### config.mk
export PLATFORM = sky130hd
export DESIGN_NAME = ips_patch_stream_parser_flat
export DESIGN_NICKNAME = d
export VERILOG_FILES = /design/src/ipsp_pkg.sv /design/src/ipsp_channels.sv /design/src/ipsp_front.sv /design/src/ipsp_queue.sv /design/src/ipsp_back.sv /design/src/ips_patch_stream_parser.sv /design/src/flat_wrapper.sv
export VERILOG_INCLUDE_DIRS = /design/src /design/src/src
export SDC_FILE = /design/constraint.sdc
export NUM_CORES = 1
export LEC_CHECK = 0
export ABC_AREA = 1
export ABC_CLOCK_PERIOD_IN_PS = 4500
export BUFFER_PORTS_ARGS = -buffer_cell sky130_fd_sc_hd__buf_2
export CAP_MARGIN = 10
export CORE_ASPECT_RATIO = 1.4
export CORE_MARGIN = 2
export CORE_UTILIZATION = 56
export DETAILED_ROUTE_END_ITERATION = 10
export PLACE_DENSITY = 0.78
export SYNTH_ARGS = -nofsm -noshare
export SYNTH_HDL_FRONTEND = slang
export SYNTH_HIERARCHICAL = 1
export SYNTH_SLANG_ARGS = --single-unit
### constraint.sdc
create_clock -name clk -period 4.5 [get_ports clk]
set_clock_uncertainty 0.2 [all_clocks]
set_input_delay 0.45 -clock clk [delete_from_list [all_inputs] [get_ports clk]]
set_output_delay 0.45 -clock clk [all_outputs]
set_load 0.05 [all_outputs]
### src/ips_patch_stream_parser_defines.svh
// assertion macros for the ips patch stream parser
// used by the top level only, no other dependencies
`ifndef IPS_PATCH_STREAM_PARSER_DEFINES_SVH
`define IPS_PATCH_STREAM_PARSER_DEFINES_SVH

// same-cycle implication
`define IPSP_ASSERT_IMP(lbl, clk, rst_n, pre, con, msg) \
	lbl: assert property (@(posedge clk) disable iff (!(rst_n)) (pre) |-> (con)) \
		else $error(msg);

// next-cycle implication
`define IPSP_ASSERT_NXT(lbl, clk, rst_n, pre, con, msg) \
	lbl: assert property (@(posedge clk) disable iff (!(rst_n)) (pre) |=> (con)) \
		else $error(msg);

`endif

### src/ipsp_pkg.sv
// shared types, codes and constants of the ips patch stream parser
// no dependencies
package ipsp_pkg;

	localparam int unsigned ADDR_W = 25;
	localparam int unsigned OFS_W  = 24;
	localparam int unsigned LEN_W  = 16;
	localparam int unsigned BYTE_W = 8;
	localparam int unsigned KIND_W = 3;

	localparam int unsigned HDR_LEN = 5;
	localparam logic [OFS_W-1:0] EOF_MARK = 24'h454F46;

	localparam logic [KIND_W-1:0] KIND_WRITE  = 3'd0;
	localparam logic [KIND_W-1:0] KIND_FILL   = 3'd1;
	localparam logic [KIND_W-1:0] KIND_OK     = 3'd2;
	localparam logic [KIND_W-1:0] KIND_BADHDR = 3'd3;
	localparam logic [KIND_W-1:0] KIND_TRUNC  = 3'd4;

	localparam int unsigned QDEPTH = 2;
	localparam int unsigned QIDX_W = $clog2(QDEPTH);
	localparam int unsigned QCNT_W = $clog2(QDEPTH + 1);

	typedef enum logic [2:0] {
		OP_WRITE,
		OP_FILL,
		OP_GROW,
		OP_OK,
		OP_BADHDR,
		OP_TRUNC
	} op_t;

	typedef struct packed {
		op_t               op;
		logic [ADDR_W-1:0] addr;
		logic [LEN_W-1:0]  run;
		logic [BYTE_W-1:0] value;
	} cmd_t;

	typedef struct packed {
		logic full;
		logic empty;
	} q_status_t;

	function automatic logic [BYTE_W-1:0] hdr_byte(input logic [2:0] idx);
		logic [BYTE_W-1:0] b;
		case (idx)
			3'd0: b = 8'h50;
			3'd1: b = 8'h41;
			3'd2: b = 8'h54;
			3'd3: b = 8'h43;
			3'd4: b = 8'h48;
			default: b = 8'h00;
		endcase
		return b;
	endfunction

endpackage

### src/ipsp_channels.sv
// valid/ready channel interfaces: patch bytes in, results out, config write
// depends on ipsp_pkg for widths
interface ipsp_byte_if;
	logic                           valid;
	logic                           ready;
	logic [ipsp_pkg::BYTE_W-1:0]    patch_byte;
	logic                           stream_end;
	modport source (output valid, output patch_byte, output stream_end, input ready);
	modport sink   (input valid, input patch_byte, input stream_end, output ready);
endinterface

interface ipsp_result_if;
	logic                           valid;
	logic                           ready;
	logic [ipsp_pkg::KIND_W-1:0]    kind;
	logic [ipsp_pkg::ADDR_W-1:0]    target_address;
	logic [ipsp_pkg::LEN_W-1:0]     run_length;
	logic [ipsp_pkg::BYTE_W-1:0]    data_value;
	logic [ipsp_pkg::ADDR_W-1:0]    image_size;
	modport source (output valid, output kind, output target_address, output run_length,
		output data_value, output image_size, input ready);
	modport sink   (input valid, input kind, input target_address, input run_length,
		input data_value, input image_size, output ready);
endinterface

interface ipsp_cfg_if;
	logic                           valid;
	logic                           ready;
	logic [ipsp_pkg::ADDR_W-1:0]    base_image_size;
	modport source (output valid, output base_image_size, input ready);
	modport sink   (input valid, input base_image_size, output ready);
endinterface

### src/ipsp_front.sv
// front end: accepts patch bytes, parses header and records, emits commands
// depends on ipsp_pkg and ipsp_byte_if
module ipsp_front (
	input  logic                 clk,
	input  logic                 arst_n,
	ipsp_byte_if.sink            patch,
	input  ipsp_pkg::q_status_t  qst,
	output logic                 push,
	output ipsp_pkg::cmd_t       cmd
);

	localparam logic [2:0] PH_HEADER = 3'd0;
	localparam logic [2:0] PH_OFFSET = 3'd1;
	localparam logic [2:0] PH_LENGTH = 3'd2;
	localparam logic [2:0] PH_DATA   = 3'd3;
	localparam logic [2:0] PH_RUNLEN = 3'd4;
	localparam logic [2:0] PH_FILL   = 3'd5;
	localparam logic [2:0] PH_DONE   = 3'd6;

	localparam logic [2:0] HDR_LAST = 3'(ipsp_pkg::HDR_LEN - 1);

	logic [2:0]                  phase_q, phase_d;
	logic [2:0]                  field_q, field_d;
	logic [ipsp_pkg::OFS_W-1:0]  ofs_q, ofs_d;
	logic [ipsp_pkg::LEN_W-1:0]  len_q, len_d;
	logic [ipsp_pkg::LEN_W-1:0]  done_q, done_d;

	logic                        accept;
	logic [ipsp_pkg::BYTE_W-1:0] b;
	logic [ipsp_pkg::OFS_W-1:0]  ofs_shift;
	logic [ipsp_pkg::LEN_W-1:0]  len_shift;
	logic [ipsp_pkg::LEN_W-1:0]  done_inc;
	logic [ipsp_pkg::ADDR_W-1:0] ofs_ext;
	logic [ipsp_pkg::ADDR_W-1:0] data_addr;

	assign patch.ready = !qst.full;
	assign accept      = patch.valid && patch.ready;
	assign b           = patch.patch_byte;
	assign ofs_shift   = {ofs_q[ipsp_pkg::OFS_W-ipsp_pkg::BYTE_W-1:0], b};
	assign len_shift   = {len_q[ipsp_pkg::LEN_W-ipsp_pkg::BYTE_W-1:0], b};
	assign done_inc    = done_q + 16'd1;
	assign ofs_ext     = {1'b0, ofs_q};
	assign data_addr   = ofs_ext + {9'd0, done_q};

	always_comb begin
		phase_d   = phase_q;
		field_d   = field_q;
		ofs_d     = ofs_q;
		len_d     = len_q;
		done_d    = done_q;
		push      = 1'b0;
		cmd       = '0;
		cmd.op    = ipsp_pkg::OP_WRITE;
		if (accept && phase_q != PH_DONE) begin
			if (patch.stream_end) begin
				phase_d = PH_DONE;
				push    = 1'b1;
				if (phase_q == PH_HEADER)
					cmd.op = ipsp_pkg::OP_BADHDR;
				else if (phase_q == PH_OFFSET && field_q == 3'd0)
					cmd.op = ipsp_pkg::OP_OK;
				else
					cmd.op = ipsp_pkg::OP_TRUNC;
			end else begin
				unique case (phase_q)
					PH_HEADER: begin
						if (b != ipsp_pkg::hdr_byte(field_q)) begin
							phase_d = PH_DONE;
							push    = 1'b1;
							cmd.op  = ipsp_pkg::OP_BADHDR;
						end else if (field_q == HDR_LAST) begin
							phase_d = PH_OFFSET;
							field_d = 3'd0;
						end else begin
							field_d = field_q + 3'd1;
						end
					end
					PH_OFFSET: begin
						ofs_d = ofs_shift;
						if (field_q == 3'd2) begin
							field_d = 3'd0;
							if (ofs_shift == ipsp_pkg::EOF_MARK) begin
								phase_d = PH_DONE;
								push    = 1'b1;
								cmd.op  = ipsp_pkg::OP_OK;
							end else begin
								phase_d = PH_LENGTH;
								len_d   = '0;
							end
						end else begin
							field_d = field_q + 3'd1;
						end
					end
					PH_LENGTH: begin
						len_d = len_shift;
						if (field_q == 3'd1) begin
							field_d = 3'd0;
							done_d  = '0;
							if (len_shift == '0) begin
								phase_d = PH_RUNLEN;
							end else begin
								phase_d  = PH_DATA;
								push     = 1'b1;
								cmd.op   = ipsp_pkg::OP_GROW;
								cmd.addr = ofs_ext;
								cmd.run  = len_shift;
							end
						end else begin
							field_d = field_q + 3'd1;
						end
					end
					PH_DATA: begin
						push      = 1'b1;
						cmd.op    = ipsp_pkg::OP_WRITE;
						cmd.addr  = data_addr;
						cmd.value = b;
						done_d    = done_inc;
						if (done_inc >= len_q) begin
							phase_d = PH_OFFSET;
							ofs_d   = '0;
						end
					end
					PH_RUNLEN: begin
						len_d = len_shift;
						if (field_q == 3'd1) begin
							field_d  = 3'd0;
							phase_d  = PH_FILL;
							push     = 1'b1;
							cmd.op   = ipsp_pkg::OP_GROW;
							cmd.addr = ofs_ext;
							cmd.run  = len_shift;
						end else begin
							field_d = field_q + 3'd1;
						end
					end
					PH_FILL: begin
						phase_d = PH_OFFSET;
						ofs_d   = '0;
						if (len_q != '0) begin
							push      = 1'b1;
							cmd.op    = ipsp_pkg::OP_FILL;
							cmd.addr  = ofs_ext;
							cmd.run   = len_q;
							cmd.value = b;
						end
					end
					default: begin
						phase_d = PH_DONE;
					end
				endcase
			end
		end
	end

	always_ff @(posedge clk or negedge arst_n) begin
		if (!arst_n) begin
			phase_q <= PH_HEADER;
			field_q <= '0;
			ofs_q   <= '0;
			len_q   <= '0;
			done_q  <= '0;
		end else begin
			phase_q <= phase_d;
			field_q <= field_d;
			ofs_q   <= ofs_d;
			len_q   <= len_d;
			done_q  <= done_d;
		end
	end

endmodule

### src/ipsp_queue.sv
// two-entry command queue between front and back
// depends on ipsp_pkg
module ipsp_queue (
	input  logic                 clk,
	input  logic                 arst_n,
	input  logic                 push,
	input  ipsp_pkg::cmd_t       push_cmd,
	input  logic                 pop,
	output ipsp_pkg::cmd_t       head_cmd,
	output ipsp_pkg::q_status_t  qst
);

	ipsp_pkg::cmd_t                 entry_q [ipsp_pkg::QDEPTH];
	logic [ipsp_pkg::QIDX_W-1:0]    wr_q;
	logic [ipsp_pkg::QIDX_W-1:0]    rd_q;
	logic [ipsp_pkg::QCNT_W-1:0]    cnt_q;
	logic                           do_push;
	logic                           do_pop;

	assign qst.full  = (cnt_q == ipsp_pkg::QCNT_W'(ipsp_pkg::QDEPTH));
	assign qst.empty = (cnt_q == '0);
	assign do_push   = push && !qst.full;
	assign do_pop    = pop && !qst.empty;
	assign head_cmd  = entry_q[rd_q];

	always_ff @(posedge clk) begin
		if (do_push)
			entry_q[wr_q] <= push_cmd;
	end

	always_ff @(posedge clk or negedge arst_n) begin
		if (!arst_n) begin
			wr_q  <= '0;
			rd_q  <= '0;
			cnt_q <= '0;
		end else begin
			if (do_push)
				wr_q <= wr_q + 1'b1;
			if (do_pop)
				rd_q <= rd_q + 1'b1;
			if (do_push && !do_pop)
				cnt_q <= cnt_q + 1'b1;
			else if (!do_push && do_pop)
				cnt_q <= cnt_q - 1'b1;
		end
	end

endmodule

### src/ipsp_back.sv
// back end: tracks the image size, takes config writes, drives the result register
// depends on ipsp_pkg, ipsp_result_if and ipsp_cfg_if
module ipsp_back (
	input  logic                 clk,
	input  logic                 arst_n,
	input  ipsp_pkg::cmd_t       head_cmd,
	input  ipsp_pkg::q_status_t  qst,
	output logic                 pop,
	ipsp_result_if.source        result,
	ipsp_cfg_if.sink             cfg
);

	logic [ipsp_pkg::ADDR_W-1:0] size_q, size_d, size_g;
	logic [ipsp_pkg::ADDR_W-1:0] grow_end;
	logic                        res_valid_q;
	logic [ipsp_pkg::KIND_W-1:0] kind_q;
	logic [ipsp_pkg::ADDR_W-1:0] addr_q;
	logic [ipsp_pkg::LEN_W-1:0]  run_q;
	logic [ipsp_pkg::BYTE_W-1:0] value_q;
	logic [ipsp_pkg::ADDR_W-1:0] img_q;
	logic                        is_grow;
	logic                        out_free;
	logic                        load;
	logic                        cfg_wr;

	assign cfg.ready = 1'b1;
	assign cfg_wr    = cfg.valid && cfg.ready;
	assign is_grow   = (head_cmd.op == ipsp_pkg::OP_GROW);
	assign out_free  = !res_valid_q || result.ready;
	assign pop       = !qst.empty && (is_grow || out_free);
	assign load      = pop && !is_grow;
	assign grow_end  = head_cmd.addr + {9'd0, head_cmd.run};

	always_comb begin
		size_g = size_q;
		if (pop && is_grow && grow_end > size_q)
			size_g = grow_end;
		size_d = size_g;
		if (cfg_wr && cfg.base_image_size > size_g)
			size_d = cfg.base_image_size;
	end

	assign result.valid          = res_valid_q;
	assign result.kind           = kind_q;
	assign result.target_address = addr_q;
	assign result.run_length     = run_q;
	assign result.data_value     = value_q;
	assign result.image_size     = img_q;

	always_ff @(posedge clk or negedge arst_n) begin
		if (!arst_n) begin
			size_q      <= '0;
			res_valid_q <= 1'b0;
		end else begin
			size_q <= size_d;
			if (load)
				res_valid_q <= 1'b1;
			else if (result.ready)
				res_valid_q <= 1'b0;
		end
	end

	always_ff @(posedge clk) begin
		if (load) begin
			unique case (head_cmd.op)
				ipsp_pkg::OP_WRITE: begin
					kind_q  <= ipsp_pkg::KIND_WRITE;
					addr_q  <= head_cmd.addr;
					run_q   <= '0;
					value_q <= head_cmd.value;
					img_q   <= '0;
				end
				ipsp_pkg::OP_FILL: begin
					kind_q  <= ipsp_pkg::KIND_FILL;
					addr_q  <= head_cmd.addr;
					run_q   <= head_cmd.run;
					value_q <= head_cmd.value;
					img_q   <= '0;
				end
				ipsp_pkg::OP_OK: begin
					kind_q  <= ipsp_pkg::KIND_OK;
					addr_q  <= '0;
					run_q   <= '0;
					value_q <= '0;
					img_q   <= size_q;
				end
				ipsp_pkg::OP_BADHDR: begin
					kind_q  <= ipsp_pkg::KIND_BADHDR;
					addr_q  <= '0;
					run_q   <= '0;
					value_q <= '0;
					img_q   <= size_q;
				end
				default: begin
					kind_q  <= ipsp_pkg::KIND_TRUNC;
					addr_q  <= '0;
					run_q   <= '0;
					value_q <= '0;
					img_q   <= size_q;
				end
			endcase
		end
	end

endmodule

### src/ips_patch_stream_parser.sv
// top level of the ips patch stream parser: front, command queue, back
// depends on ipsp_pkg, the channel interfaces and the defines header
//
//  channel  | dir | payload                                              | transaction
//  patch    | in  | patch_byte, stream_end                               | one patch byte
//  result   | out | kind, target_address, run_length, data_value, size   | one command/status
//  cfg      | in  | base_image_size                                      | one register write
//
// one patch byte per cycle while patch.ready is high; commands are queued, then registered
// the rate is set by the front parser, which updates its record registers once per byte
// reset clears parser phase, queue pointers, image size and the result valid
// a stalled result fills the two-entry queue, then patch.ready drops
// size-only commands drain from the queue even while result is stalled
`include "ips_patch_stream_parser_defines.svh"

module ips_patch_stream_parser (
	input  logic          clk,
	input  logic          arst_n,
	ipsp_byte_if.sink     patch,
	ipsp_result_if.source result,
	ipsp_cfg_if.sink      cfg
);

	ipsp_pkg::q_status_t qst;
	ipsp_pkg::cmd_t      push_cmd;
	ipsp_pkg::cmd_t      head_cmd;
	logic                push;
	logic                pop;

	ipsp_front u_front (
		.clk    (clk),
		.arst_n (arst_n),
		.patch  (patch),
		.qst    (qst),
		.push   (push),
		.cmd    (push_cmd)
	);

	ipsp_queue u_queue (
		.clk      (clk),
		.arst_n   (arst_n),
		.push     (push),
		.push_cmd (push_cmd),
		.pop      (pop),
		.head_cmd (head_cmd),
		.qst      (qst)
	);

	ipsp_back u_back (
		.clk      (clk),
		.arst_n   (arst_n),
		.head_cmd (head_cmd),
		.qst      (qst),
		.pop      (pop),
		.result   (result),
		.cfg      (cfg)
	);

	`IPSP_ASSERT_IMP(a_status_clean, clk, arst_n, result.valid && (result.kind == ipsp_pkg::KIND_OK || result.kind == ipsp_pkg::KIND_BADHDR || result.kind == ipsp_pkg::KIND_TRUNC), result.target_address == '0 && result.run_length == '0 && result.data_value == '0, "status result carries command fields")
	`IPSP_ASSERT_IMP(a_cmd_no_size, clk, arst_n, result.valid && (result.kind == ipsp_pkg::KIND_WRITE || result.kind == ipsp_pkg::KIND_FILL), result.image_size == '0, "command result carries image size")
	`IPSP_ASSERT_IMP(a_fill_nonzero, clk, arst_n, result.valid && result.kind == ipsp_pkg::KIND_FILL, result.run_length != '0, "fill result with zero run length")
	`IPSP_ASSERT_NXT(a_push_lands, clk, arst_n, push && !pop && !qst.full, !qst.empty, "queued command lost")

endmodule
### src/flat_wrapper.sv
// flat-port wrapper written by rule: the top's interface ports become plain ports
module ips_patch_stream_parser_flat 
  (clk, arst_n, patch_valid, patch_patch_byte, patch_stream_end, patch_ready, result_valid, result_kind, result_target_address, result_run_length, result_data_value, result_image_size, result_ready, cfg_valid, cfg_base_image_size, cfg_ready);
  ipsp_byte_if patch_i ();
  ipsp_result_if result_i ();
  ipsp_cfg_if cfg_i ();
  input  logic clk;
  input  logic arst_n;
  input wire logic [$bits(patch_i.valid)-1:0] patch_valid;
  input wire logic [$bits(patch_i.patch_byte)-1:0] patch_patch_byte;
  input wire logic [$bits(patch_i.stream_end)-1:0] patch_stream_end;
  output wire logic [$bits(patch_i.ready)-1:0] patch_ready;
  output wire logic [$bits(result_i.valid)-1:0] result_valid;
  output wire logic [$bits(result_i.kind)-1:0] result_kind;
  output wire logic [$bits(result_i.target_address)-1:0] result_target_address;
  output wire logic [$bits(result_i.run_length)-1:0] result_run_length;
  output wire logic [$bits(result_i.data_value)-1:0] result_data_value;
  output wire logic [$bits(result_i.image_size)-1:0] result_image_size;
  input wire logic [$bits(result_i.ready)-1:0] result_ready;
  input wire logic [$bits(cfg_i.valid)-1:0] cfg_valid;
  input wire logic [$bits(cfg_i.base_image_size)-1:0] cfg_base_image_size;
  output wire logic [$bits(cfg_i.ready)-1:0] cfg_ready;
  assign patch_i.valid = patch_valid;
  assign patch_i.patch_byte = patch_patch_byte;
  assign patch_i.stream_end = patch_stream_end;
  assign patch_ready = patch_i.ready;
  assign result_valid = result_i.valid;
  assign result_kind = result_i.kind;
  assign result_target_address = result_i.target_address;
  assign result_run_length = result_i.run_length;
  assign result_data_value = result_i.data_value;
  assign result_image_size = result_i.image_size;
  assign result_i.ready = result_ready;
  assign cfg_i.valid = cfg_valid;
  assign cfg_i.base_image_size = cfg_base_image_size;
  assign cfg_ready = cfg_i.ready;
  ips_patch_stream_parser u_core (.clk(clk), .arst_n(arst_n), .patch(patch_i), .result(result_i), .cfg(cfg_i));
endmodule
==> flow_summary_export.csv <==
group,metric,value,unit
global_routing,antenna_found_initial,0,
routing,avgRoutedWirePerCell,19.93,µm
logic_synthesis,synth_seq_cells,273,
min_path,hp-class,"input pin to flop",
sta,hold_ws,0.02831,ns
final_layout,areaGrowthSynthToFinish,34.40,%
floorplan,dieArea,0.03170,mm²
final_layout,num-nets-final,2691,
logic_synthesis,yosys_warnings,6,
placement,hpwl,36950,µm
routing,via_count,17110,
final_layout,final_core_util,0.7610,
sta,hold_violations,0,
logic_synthesis,synth_nets,2314,
logic_synthesis,yosysTopAreaCellShare,0.3206,
global_routing,grt_pass1_vias,16690,
routing,drt_iter0_drc,1534,
clock_tree,cts.sinks,273,
floorplan,start_util,0.5663,
logic_synthesis,netlist_top_cells_area,"edfxtp_1 32%, nand2_1 16%, dfrtp_1 14%",
clock_tree,cts.clk_slew.worst_paths,0.07,ns
placement,io_buffers,117,
worst_setup_path,crit_path_max_fanout,14,
logic_synthesis,syn_area,0.01695,mm²
routing,wl,58810,µm
worst_setup_path,crit_slowest_cell,"o21ai_1",
clock_tree,ctsRootBufferMaster,"clkbuf_16",
routing,firstDrtPassIters,8,
worst_setup_path,cp.arrival,6.21,ns
sta,fmax,167.8,MHz
routing,drc,0,
placement,gp_congestion,0.9854,
sta,timing.final.crit_period,5.959,ns
status,status,"complete, but fails checks",
floorplan,die_h,209.9,µm
sta,slew_violations,0,
sta,max-slew-margin-rel,0.3425,
clock_tree,numCtsBuffers,26,
floorplan,dieWidth,151.0,µm
logic_synthesis,ys.flop_type,"edfxtp_1",
logic_synthesis,async_flop_share,0.3370,
floorplan,io_pins,119,
sta,setup_ws,-1.459,ns
clock_tree,h-tree-depth,1,
logic_synthesis,synth.yosys.seq_area_share,0.4565,
worst_setup_path,critPathMaxStageDelay,0.53,ns
logic_synthesis,synth_cell_types,49,
worst_setup_path,critPathMostFrequentCell,"nand2_1",
routing,post_drt_via_cell_ratio,5.799,
clock_tree,cts_tree,"built",
floorplan,placeableCoreArea,0.02994,mm²
worst_setup_path,start_kind,"flop",
sta,fin_crit_sh,1.324,
logic_synthesis,synthCells,2168,
worst_setup_path,worst-path-buf-inv,9,
worst_setup_path,cp_data_required_time,4.75,ns
final_layout,fin_cells,2950,
floorplan,rows,75,
worst_setup_path,critPathKind,"flop to flop",
worst_setup_path,endpoint_kind,"flop",
routing,ant_nets,0,
clock_tree,clockBufferDepth,3,
final_layout,drive_gt1_frac,0.2986,
sta,rsz0062_at_grt,"yes",
global_routing,grt_start_max_net_pins,69,
global_routing,grt-ovfl-total,0,
clock_tree,insertion_delay,0.59,ns
sta,worst_pin_slew,0.9862,ns
job,maxCapViolations,0,
worst_setup_path,cp_top_family,"simple AND/OR/NAND/NOR gates",
status,violations,"setup timing",
placement,placed_area,0.01908,mm²
placement,dp_cells,2790,
global_routing,grt_pass1_wl,82590,µm
sta,setup_violations,25,
logic_synthesis,synth_edf_count,181,
logic_synthesis,syn_avg_cell_area,7.819,µm²
logic_synthesis,synth_area_leader_cell,"edfxtp_1",
final_layout,design_area,0.02278,mm²
global_routing,grtUsageTotal,0.3329,
final_layout,num_antenna_cells,0,
state kept, by name (all words and copies together) (netlist names):
signal                               count
u_core/u_back/size_q                    25
u_core/u_back/result.run_length         16
u_core/u_front/ofs_q                    24
u_core/u_back/result.kind                3
u_core/u_queue/wr_q                      1
u_core/u_front/done_q                   16
u_core/u_queue/rd_q                      1
u_core/u_back/result.valid               1
u_core/u_front/field_q                   3
u_core/u_queue/entry_q                 104
u_core/u_queue/cnt_q                     2
u_core/u_back/result.image_size         25
u_core/u_front/len_q                    16
u_core/u_back/result.target_address     25
u_core/u_back/result.data_value          8
u_core/u_front/phase_q                   3
placed cells by master (no fill, tap or decap), types with 5 or more instances in the layout:
cell type	Yosys	final
xnor2_1	9	5
ha_1	105	66
nand2_4	1	42
a21oi_1	88	73
inv_2	15	34
a21oi_4	1	7
buf_2	18	116
ha_4	0	39
nand4_1	32	32
nand3b_1	14	14
dlygate4sd3_1	0	29
bufinv_16	0	7
nand3_1	136	114
nand2_1	729	586
inv_6	0	6
or2_2	6	6
buf_6	9	19
nor2_2	4	17
o22ai_1	7	7
buf_4	11	216
o21ai_1	30	34
a21oi_2	3	12
buf_12	0	6
inv_1	283	263
o21ai_0	54	49
edfxtp_1	181	181
nand2_2	24	122
nand2_8	0	5
nor2_1	222	192
dfrtp_1	92	91
clkbuf_16	0	27
clkinv_2	0	5
a22oi_1	19	19
nand3_2	1	20
nor2_4	5	22
nor3_1	11	9
xor2_1	9	9
final timing paths:
path | depth (start not counted) | endpoint | slack, ns | from
min in group asynchronous | 2 | u_core/u_back/result.valid | 0.32 | arst_n
hold / removal | 3 | u_core/u_front/len_q[4] | 0.03 | patch_patch_byte[4]
hold reg to reg | 2 | u_core/u_queue/wr_q | 0.29 | u_core/u_queue/wr_q
setup reg to reg | 38 | u_core/u_back/size_q[16] | -1.46 | u_core/u_queue/rd_q
setup / recovery | 38 | u_core/u_back/size_q[16] | -1.46 | u_core/u_queue/rd_q
max in group asynchronous | 3 | u_core/u_back/size_q[19] | 2.85 | arst_n
cell families after synthesis:
logic type,after synthesis,synth area share
AND/OR/NAND/NOR,1203,0.2983
buffers and inverters,351,0.08577
AO/OA/AOI/OAI,215,0.07005
other,1,0.0002212
XOR/XNOR,18,0.009301
adder cells (fa/ha/maj),107,0.07986
flip-flops,273,0.4565
metal layers:
| metal | GRT usage | wire, µm | up-vias |
|---|---|---|---|
| met5 | 0 | 0 | - |
| met4 | 0.2224 | 4904 | 0 |
| met3 | 0.04174 | 4202 | 340 |
| met2 | 0.6075 | 29450 | 994 |
| met1 | 0.3524 | 20250 | 7994 |
| li1 | - | - | 7779 |
stage by stage:
stage | TNS [ns] | setup WS, ns
2_1_floorplan | -5.028 | -0.2080
3_3_place_gp | -32.84 | -1.324
3_5_place_dp | -34.27 | -1.394
4_1_cts | -18.87 | -0.7727
5_1_grt | -37.12 | -1.530
6_report | -35.60 | -1.459
tightest hold or removal path, delay by kind of cell:
kind,cells,cell delay [ns]
buffers and inverters,1,0.16
AND/OR/NAND/NOR,1,0.09
AO/OA/AOI/OAI,1,0.06
area by class of cell:
cell class                 count  area, µm²
multi-input combinational   1545       9368
sequential                   273       7739
fill                        1943       7153
timing repair buffer         395       3022
inverter                     300       1154
clock buffer                  29      661.9
tap                          385      481.7
clock inverter                19      314.1
timing repair inverter         4      42.54
Yosys cell counts (all sizes together), types with 9 or more instances:
cell type and count:
nand2 754, clkbuf 13, nand3 138, nor2 231, nor3 14, a21oi 92
buf 38, ha 105, nand3b 14, xnor2 9, edfxtp 181, nand4 33
xor2 9, inv 300, a22oi 19, dfrtp 92, o21ai 85
what timing repair did:
action	4_1_cts	5_1_grt
pin swaps	70	88
setup buffers	40	32
gates cloned	8	4
endpoints found under the setup margin	25	25
resized for setup	193	204
hold buffers	29	0
endpoints found under the hold margin	95	0
Power is left out: the tool's default activity adds up to more than one toggle a clock period on the data nets, which glitch-free logic cannot reach.
